==> src/rtl/scfw_pkg.sv <==
// Shared types and constants of the sector cache write-back controller.
`timescale 1ns / 1ps
`default_nettype none

package scfw_pkg;

    localparam int SECTOR_W = 32;
    localparam int SLOT_W   = 6;
    localparam int OP_W     = 2;

    localparam logic [OP_W-1:0] OP_READ  = 2'd0;
    localparam logic [OP_W-1:0] OP_WRITE = 2'd1;
    localparam logic [OP_W-1:0] OP_FLUSH = 2'd2;

    // One slot's status and tag as held in the metadata memory.
    typedef struct packed {
        logic                dirty;
        logic [SECTOR_W-1:0] tag;
    } meta_t;

    localparam int META_W = $bits(meta_t);

endpackage

`default_nettype wire

==> src/rtl/scfw_ram.sv <==
// Single-port-write, single-port-read synchronous memory with registered read data.
`timescale 1ns / 1ps
`default_nettype none

module scfw_ram #(
    parameter int WIDTH = 8,
    parameter int DEPTH = 64
) (
    input  wire logic                     clk,
    input  wire logic                     we,
    input  wire logic [$clog2(DEPTH)-1:0] waddr,
    input  wire logic [WIDTH-1:0]         wdata,
    input  wire logic [$clog2(DEPTH)-1:0] raddr,
    output logic      [WIDTH-1:0]         rdata
);

    logic [WIDTH-1:0] mem [DEPTH];
    logic [WIDTH-1:0] rdata_reg;

    always_ff @(posedge clk)
    begin
        if (we)
        begin
            mem[waddr] <= wdata;
        end
        rdata_reg <= mem[raddr];
    end

    assign rdata = rdata_reg;

endmodule

`default_nettype wire

==> src/rtl/sector_cache_fifo_writeback.sv <==
// The tag scan reads one occupied slot per cycle and stops at the first hit; a read or write
// miss with all slots full then passes through the eviction state. An undefined operation skips the scan.
// Throughput: one request at a time, the next accepted once the result is loaded into the output
// register; a stalled result holds the next request.
// Reset: asynchronous; slots are tracked by a fill count, so no clearing pass is needed.
`timescale 1ns / 1ps
`default_nettype none

module sector_cache_fifo_writeback #(
    parameter int CACHE_SLOTS = 64
) (
    input  wire logic                           clk,
    input  wire logic                           rst_n,
    input  wire logic                           in_valid,
    output logic                                in_ready,
    input  wire logic [scfw_pkg::OP_W-1:0]      operation,
    input  wire logic [scfw_pkg::SECTOR_W-1:0]  sector_id,
    output logic                                out_valid,
    input  wire logic                           out_ready,
    output logic      [scfw_pkg::SLOT_W-1:0]    slot,
    output logic                                hit,
    output logic                                fill_needed,
    output logic                                write_back_needed,
    output logic      [scfw_pkg::SECTOR_W-1:0]  write_back_sector,
    output logic                                evicted
);

    import scfw_pkg::*;

    localparam int IW = $clog2(CACHE_SLOTS);
    localparam int CW = $clog2(CACHE_SLOTS + 1);

    localparam logic [1:0] S_IDLE  = 2'd0;
    localparam logic [1:0] S_SCAN  = 2'd1;
    localparam logic [1:0] S_EVICT = 2'd2;
    localparam logic [1:0] S_OUT   = 2'd3;

    logic [1:0]          state_reg, state_next;
    logic [OP_W-1:0]     op_reg, op_next;
    logic [SECTOR_W-1:0] sector_reg, sector_next;
    logic [CW-1:0]       used_reg, used_next;
    logic [IW-1:0]       head_reg, head_next;
    logic [IW-1:0]       tail_reg, tail_next;
    logic                empty_reg, empty_next;
    logic [CW-1:0]       issue_reg, issue_next;
    logic                cmp_valid_reg, cmp_valid_next;
    logic [IW-1:0]       cmp_idx_reg, cmp_idx_next;

    logic [IW-1:0]       res_slot_reg, res_slot_next;
    logic                res_hit_reg, res_hit_next;
    logic                res_fill_reg, res_fill_next;
    logic                res_wb_reg, res_wb_next;
    logic [SECTOR_W-1:0] res_wbs_reg, res_wbs_next;
    logic                res_evict_reg, res_evict_next;

    logic                out_valid_reg, out_valid_next;
    logic [SLOT_W-1:0]   out_slot_reg, out_slot_next;
    logic                out_hit_reg, out_hit_next;
    logic                out_fill_reg, out_fill_next;
    logic                out_wb_reg, out_wb_next;
    logic [SECTOR_W-1:0] out_wbs_reg, out_wbs_next;
    logic                out_evict_reg, out_evict_next;

    logic                meta_we;
    logic [IW-1:0]       meta_waddr;
    meta_t               meta_wdata;
    logic [IW-1:0]       meta_raddr;
    meta_t               meta_rdata;
    logic                link_we;
    logic [IW-1:0]       link_wdata;
    logic [IW-1:0]       link_rdata;

    logic                issuing;
    logic                match;
    logic                claim_en;
    logic [IW-1:0]       claim_pick;
    logic [IW+SLOT_W-1:0] slot_wide;

    scfw_ram #(
        .WIDTH (META_W),
        .DEPTH (CACHE_SLOTS)
    ) u_meta_ram (
        .clk   (clk),
        .we    (meta_we),
        .waddr (meta_waddr),
        .wdata (meta_wdata),
        .raddr (meta_raddr),
        .rdata (meta_rdata)
    );

    // Each entry holds the slot that was allocated right after it.
    scfw_ram #(
        .WIDTH (IW),
        .DEPTH (CACHE_SLOTS)
    ) u_link_ram (
        .clk   (clk),
        .we    (link_we),
        .waddr (tail_reg),
        .wdata (link_wdata),
        .raddr (head_reg),
        .rdata (link_rdata)
    );

    // Slots are taken lowest first and never freed, so the occupied slots are 0 .. used-1.
    assign issuing    = (state_reg == S_SCAN) && (issue_reg < used_reg);
    assign match      = cmp_valid_reg && (meta_rdata.tag == sector_reg);
    assign meta_raddr = issuing ? issue_reg[IW-1:0] : head_reg;

    always_comb
    begin
        state_next     = state_reg;
        op_next        = op_reg;
        sector_next    = sector_reg;
        used_next      = used_reg;
        head_next      = head_reg;
        tail_next      = tail_reg;
        empty_next     = empty_reg;
        issue_next     = issue_reg;
        cmp_valid_next = cmp_valid_reg;
        cmp_idx_next   = cmp_idx_reg;
        res_slot_next  = res_slot_reg;
        res_hit_next   = res_hit_reg;
        res_fill_next  = res_fill_reg;
        res_wb_next    = res_wb_reg;
        res_wbs_next   = res_wbs_reg;
        res_evict_next = res_evict_reg;
        meta_we        = 1'b0;
        meta_waddr     = cmp_idx_reg;
        meta_wdata     = meta_rdata;
        link_we        = 1'b0;
        link_wdata     = '0;
        claim_en       = 1'b0;
        claim_pick     = used_reg[IW-1:0];

        out_valid_next = out_valid_reg && !out_ready;
        out_slot_next  = out_slot_reg;
        out_hit_next   = out_hit_reg;
        out_fill_next  = out_fill_reg;
        out_wb_next    = out_wb_reg;
        out_wbs_next   = out_wbs_reg;
        out_evict_next = out_evict_reg;
        slot_wide      = {{SLOT_W{1'b0}}, res_slot_reg};

        case (state_reg)
            S_IDLE:
            begin
                if (in_valid)
                begin
                    op_next        = operation;
                    sector_next    = sector_id;
                    issue_next     = '0;
                    cmp_valid_next = 1'b0;
                    res_slot_next  = '0;
                    res_hit_next   = 1'b0;
                    res_fill_next  = 1'b0;
                    res_wb_next    = 1'b0;
                    res_wbs_next   = '0;
                    res_evict_next = 1'b0;
                    if (operation inside {OP_READ, OP_WRITE, OP_FLUSH})
                    begin
                        state_next = S_SCAN;
                    end
                    else
                    begin
                        state_next = S_OUT;
                    end
                end
            end

            S_SCAN:
            begin
                issue_next     = issue_reg + CW'(issuing);
                cmp_valid_next = issuing;
                cmp_idx_next   = issue_reg[IW-1:0];
                if (match)
                begin
                    res_slot_next = cmp_idx_reg;
                    res_hit_next  = 1'b1;
                    if (op_reg == OP_WRITE)
                    begin
                        meta_we          = 1'b1;
                        meta_wdata.dirty = 1'b1;
                    end
                    else if (op_reg == OP_FLUSH && meta_rdata.dirty)
                    begin
                        res_wb_next      = 1'b1;
                        res_wbs_next     = meta_rdata.tag;
                        meta_we          = 1'b1;
                        meta_wdata.dirty = 1'b0;
                    end
                    state_next = S_OUT;
                end
                else if (!issuing)
                begin
                    if (op_reg == OP_FLUSH)
                    begin
                        state_next = S_OUT;
                    end
                    else if (used_reg == CW'(CACHE_SLOTS))
                    begin
                        // The oldest slot is being read at the FIFO head this cycle.
                        state_next = S_EVICT;
                    end
                    else
                    begin
                        claim_en   = 1'b1;
                        claim_pick = used_reg[IW-1:0];
                        used_next  = used_reg + CW'(1);
                        state_next = S_OUT;
                    end
                end
            end

            S_EVICT:
            begin
                res_evict_next = 1'b1;
                res_wb_next    = meta_rdata.dirty;
                res_wbs_next   = meta_rdata.dirty ? meta_rdata.tag : '0;
                head_next      = link_rdata;
                claim_en       = 1'b1;
                claim_pick     = head_reg;
                state_next     = S_OUT;
            end

            S_OUT:
            begin
                if (!out_valid_reg || out_ready)
                begin
                    out_valid_next = 1'b1;
                    out_slot_next  = slot_wide[SLOT_W-1:0];
                    out_hit_next   = res_hit_reg;
                    out_fill_next  = res_fill_reg;
                    out_wb_next    = res_wb_reg;
                    out_wbs_next   = res_wbs_reg;
                    out_evict_next = res_evict_reg;
                    state_next     = S_IDLE;
                end
            end

            default:
            begin
                state_next = S_IDLE;
            end
        endcase

        // Allocation: write the new tag and append the slot to the FIFO order.
        if (claim_en)
        begin
            meta_we          = 1'b1;
            meta_waddr       = claim_pick;
            meta_wdata.dirty = (op_reg == OP_WRITE);
            meta_wdata.tag   = sector_reg;
            res_slot_next    = claim_pick;
            res_fill_next    = (op_reg == OP_READ);
            tail_next        = claim_pick;
            if (empty_reg)
            begin
                head_next  = claim_pick;
                empty_next = 1'b0;
            end
            else
            begin
                link_we    = 1'b1;
                link_wdata = claim_pick;
            end
        end
    end

    always_ff @(posedge clk or negedge rst_n)
    begin
        if (!rst_n)
        begin
            state_reg     <= S_IDLE;
            used_reg      <= '0;
            head_reg      <= '0;
            tail_reg      <= '0;
            empty_reg     <= 1'b1;
            issue_reg     <= '0;
            cmp_valid_reg <= 1'b0;
            out_valid_reg <= 1'b0;
        end
        else
        begin
            state_reg     <= state_next;
            used_reg      <= used_next;
            head_reg      <= head_next;
            tail_reg      <= tail_next;
            empty_reg     <= empty_next;
            issue_reg     <= issue_next;
            cmp_valid_reg <= cmp_valid_next;
            out_valid_reg <= out_valid_next;
        end
    end

    always_ff @(posedge clk)
    begin
        op_reg        <= op_next;
        sector_reg    <= sector_next;
        cmp_idx_reg   <= cmp_idx_next;
        res_slot_reg  <= res_slot_next;
        res_hit_reg   <= res_hit_next;
        res_fill_reg  <= res_fill_next;
        res_wb_reg    <= res_wb_next;
        res_wbs_reg   <= res_wbs_next;
        res_evict_reg <= res_evict_next;
        out_slot_reg  <= out_slot_next;
        out_hit_reg   <= out_hit_next;
        out_fill_reg  <= out_fill_next;
        out_wb_reg    <= out_wb_next;
        out_wbs_reg   <= out_wbs_next;
        out_evict_reg <= out_evict_next;
    end

    assign in_ready          = (state_reg == S_IDLE);
    assign out_valid         = out_valid_reg;
    assign slot              = out_slot_reg;
    assign hit               = out_hit_reg;
    assign fill_needed       = out_fill_reg;
    assign write_back_needed = out_wb_reg;
    assign write_back_sector = out_wbs_reg;
    assign evicted           = out_evict_reg;

    a_used_bound: assert property (@(posedge clk) disable iff (!rst_n)
        used_reg <= CW'(CACHE_SLOTS))
        else $error("fill count exceeds the number of slots");

    a_empty_count: assert property (@(posedge clk) disable iff (!rst_n)
        empty_reg |-> (used_reg == '0))
        else $error("FIFO empty while slots are occupied");

    a_evict_full: assert property (@(posedge clk) disable iff (!rst_n)
        (state_reg == S_EVICT) |-> (used_reg == CW'(CACHE_SLOTS)) && !empty_reg)
        else $error("eviction started with a free slot");

    a_hit_flags: assert property (@(posedge clk) disable iff (!rst_n)
        (out_valid_reg && out_hit_reg) |-> !out_fill_reg && !out_evict_reg)
        else $error("hit reported together with a fill or an eviction");

    a_wb_sector: assert property (@(posedge clk) disable iff (!rst_n)
        (out_valid_reg && !out_wb_reg) |-> (out_wbs_reg == '0))
        else $error("write-back sector set without a write-back");

endmodule

`default_nettype wire
==> config.mk <==
export PLATFORM = sky130hd
export DESIGN_NAME = sector_cache_fifo_writeback
export DESIGN_NICKNAME = d
export VERILOG_FILES = /design/src/rtl/scfw_pkg.sv /design/src/rtl/scfw_ram.sv /design/src/rtl/sector_cache_fifo_writeback.sv
export SDC_FILE = /design/constraint.sdc
export NUM_CORES = 2
export LEC_CHECK = 0
export BUFFER_PORTS_ARGS = -buffer_cell sky130_fd_sc_hd__buf_2
export CAP_MARGIN = 20
export CORE_MARGIN = 2
export CORE_UTILIZATION = 40
export DETAILED_ROUTE_END_ITERATION = 6
export GPL_ROUTABILITY_DRIVEN = 0
export PLACE_DENSITY_LB_ADDON = 0.25
export RECOVER_POWER = 50
export SLEW_MARGIN = 20
export SYNTH_ARGS = -nofsm -noshare
export SYNTH_HDL_FRONTEND = slang
export SYNTH_SLANG_ARGS = --single-unit
==> constraint.sdc <==
create_clock -name clk -period 19.3 [get_ports clk]
set_input_delay 3.86 -clock clk [delete_from_list [all_inputs] [get_ports clk]]
set_output_delay 3.86 -clock clk [all_outputs]
set_load 0.02 [all_outputs]
==> impl_metrics.ini <==
[routing]
routed.top_layer = met5
postRouteAntennaNets = 0
via_count = 62100
wl_per_cell_um = 29.9
drtPass1Iterations = 7
viasPerCell = 5.76
wl_um = 323000
route.met3.wl_um = 27000
drt_iter0_drc = 8123
routedLengthMet1_um = 131000
remaining_drc_errors = 1
met2_length_um = 150000

[yosys]
synth_edf_count = 2620
ys_warn_count = 0
synth-seq-cells = 2690
synth_fp_nets = 6858
syn_area_um2 = 106000
synthArstFlopShare = 0.0115
yosysSeqAreaShare = 0.756
avgSynthCellArea_um2 = 15.6
syn-instance-count = 6806
ys_types = 80
yosys_most_used_dff = edfxtp_1

[critical_path]
reg2reg_from = head_reg[1]$_DFF_PN0_
crit_end = u_meta_ram.mem[36][9]$_DFFE_PP_
rr_endpoint = u_meta_ram.mem[36][9]$_DFFE_PP_
startpoint = head_reg[1]$_DFF_PN0_
crit_type = flip-flop to flip-flop
reg2regPathDepth = 8
start_kind = flip-flop
crit_fanout = 59
crit_path_end_kind = flip-flop
r2r_slack_ns = 9.20
worstPathArrival_ns = 10.11
required_ns = 19.31

[timing]
setup_tns_ns = 0
hold_viol_final = 0
setup_viol = 0
max_freq_mhz = 99.0
fin_hold_ws_ns = 0.416
fin_crit_sh = 0.524
finClkSkew_ns = 0.0954
worst_pin_slew_ns = 3.97
fin_crit_ns = 10.10
slew_viol_final = 2733
slew_headroom = -1.65
finalWorstSetupSlack_ns = 9.20
grt_setup_unrepaired = false

[layout]
drive_above_1_share = 0.127
final_net_count = 7074
area_growth_pct = 13.5
largest_register_ffs = 2112
filler_cell_count = 23000

[hold_path]
min_path_cells = 0
hp-class = flip-flop to flip-flop

[grt]
grt_first_pass_wirelength_um = 453000
track_usage = 0.233
grt_max_degree = 143
grt_pass1_vias = 59700
antenna_found_initial = 23
grt-ovfl-total = 0

[clock_tree]
clk_pin_slew_ns = 0.06
cts_max_path_buffers = 4
ctsHtreeMaxLevel = 5
cts.sinks = 2690
clk_latency_ns = 0.88
postCtsHoldBufs = 0
cts_buffers = 292
cts_tree = built
cts-root-buf = clkbuf_16
post-cts-setup-buffer-count = 0
cts_resized = 0

[floorplanning]
pin_count = 82
die_h_um = 519
coreArea_um2 = 264000
die_w_um = 519
start_util = 0.401
die_area_um2 = 269000
rows = 189

[pwr]
ir_drop_mv = 0.240
p_per_area_nw_per_um2 = 193
leakage_nw = 40.4

[placement]
dp_slack_ns = 12.59
port_buffers = 81
place_hpwl_um = 179000

[outcome]
status = finished with violations
violations = DRC, capacitance limit, slew limit

[job]
maxCapViolCount = 69
## layout make-up
class / count / area (um2) / area share
Sequential cell: 2690 / 80200 / 0.666
Tap cell: 3533 / 4420 / 0.0367
Antenna cell: 4 / 10.0 / 0.0000831
Clock inverter: 127 / 1110 / 0.00922
Inverter: 51 / 191 / 0.00159
Timing Repair Buffer: 313 / 1940 / 0.0161
Clock buffer: 399 / 7990 / 0.0663
Multi-Input combinational cell: 3674 / 24500 / 0.204
## worst min-delay path by stage
stage | from | slack (ns) | to
after floorplan | res_evict_reg$_DFFE_PP_ | 0.40 | evicted$_DFFE_PP_
after global placement | res_slot_reg[3]$_DFFE_PP_ | 0.40 | slot[3]$_DFFE_PP_
after detailed placement | res_wbs_reg[11]$_DFFE_PP_ | 0.41 | write_back_sector[11]$_DFFE_PP_
after CTS | res_wbs_reg[28]$_DFFE_PP_ | 0.42 | write_back_sector[28]$_DFFE_PP_
after global routing | res_wbs_reg[4]$_DFFE_PP_ | 0.41 | write_back_sector[4]$_DFFE_PP_
final | res_fill_reg$_SDFFCE_PP0P_ | 0.42 | fill_needed$_DFFE_PP_
## stage by stage
step,util,instances,power (mW),cell area [um2]
3_5_place_dp,0.423,10300,17.9,112000
2_1_floorplan,-,6806,13.9,106000
5_1_grt,0.455,10800,24.0,120000
3_3_place_gp,0.422,10300,17.7,112000
4_1_cts,0.457,10800,23.2,121000
6_report,0.456,10800,23.3,120000
## Yosys cell counts, types with 30 or more instances
cell | n | share of area
edfxtp_1 | 2620 | 0.74
nand2_1 | 1329 | 0.047
mux2i_1 | 530 | 0.050
nand3_1 | 487 | 0.023
nor2_1 | 190 | 0.0067
a21oi_1 | 183 | 0.0086
mux4_2 | 146 | 0.031
buf_2 | 141 | 0.0067
clkbuf_1 | 127 | 0.0045
a31oi_1 | 97 | 0.0057
o22ai_1 | 65 | 0.0038
a211oi_1 | 64 | 0.0045
o21ai_0 | 58 | 0.0027
nor4_1 | 56 | 0.0033
buf_4 | 52 | 0.0037
inv_1 | 51 | 0.0018
a32oi_1 | 50 | 0.0041
o221ai_1 | 47 | 0.0039
buf_1 | 44 | 0.0016
and2_1 | 40 | 0.0024
nor3_1 | 40 | 0.0019
and3_1 | 39 | 0.0023
dfxtp_1 | 39 | 0.0074
xnor2_1 | 35 | 0.0029
dfrtp_1 | 30 | 0.0071
## worst max-delay path, cell delays in order, from the launching register on
cell      delay [ns]
dfrtp_1         1.13
clkbuf_1        2.77
mux2i_1         0.61
clkbuf_1        0.48
nor2b_1         0.24
and3_1          0.19
o21ai_0         2.27
nor2_4         -0.12
clkbuf_1        1.47
## layout by cell type (no fill, tap or decap), types with 51 or more instances in the layout
cell	n
edfxtp_1	2620
nand2_1	1305
mux2i_1	529
nand3_1	487
clkbuf_16	299
clkbuf_1	208
a21oi_1	179
buf_4	149
mux4_2	146
nor2_1	125
a31oi_1	96
o21ai_0	64
a211oi_1	63
o22ai_1	63
nor2_4	62
inv_1	51
## routing by layer
metal,vias up,global-route usage
met5,-,0
met1,32000,0.322
met2,2991,0.369
met3,617,0.0364
li1,26500,-
met4,20,0.0968
## logic make-up (layout without fill, tap and decap cells)
group | Yosys count | after routing | share of synthesized area
compound gates | 669 | 669 | 0.0426
xor+xnor | 40 | 40 | 0.00330
fa+ha+maj | 14 | 14 | 0.00165
buf+inv | 442 | 890 | 0.0212
flops | 2690 | 2690 | 0.756
mux | 700 | 700 | 0.0838
other cells | 0 | 4 | 0
simple gates | 2251 | 2251 | 0.0912
## where the power goes
group          switching, mW  total (mW)  internal, mW
Sequential             0.268        8.61          8.34
Combinational           6.82        9.29          2.46
Clock                   2.27        5.37          3.10
Total                   9.36        23.3          13.9
Note: power is estimated with default switching activity, not from simulation.
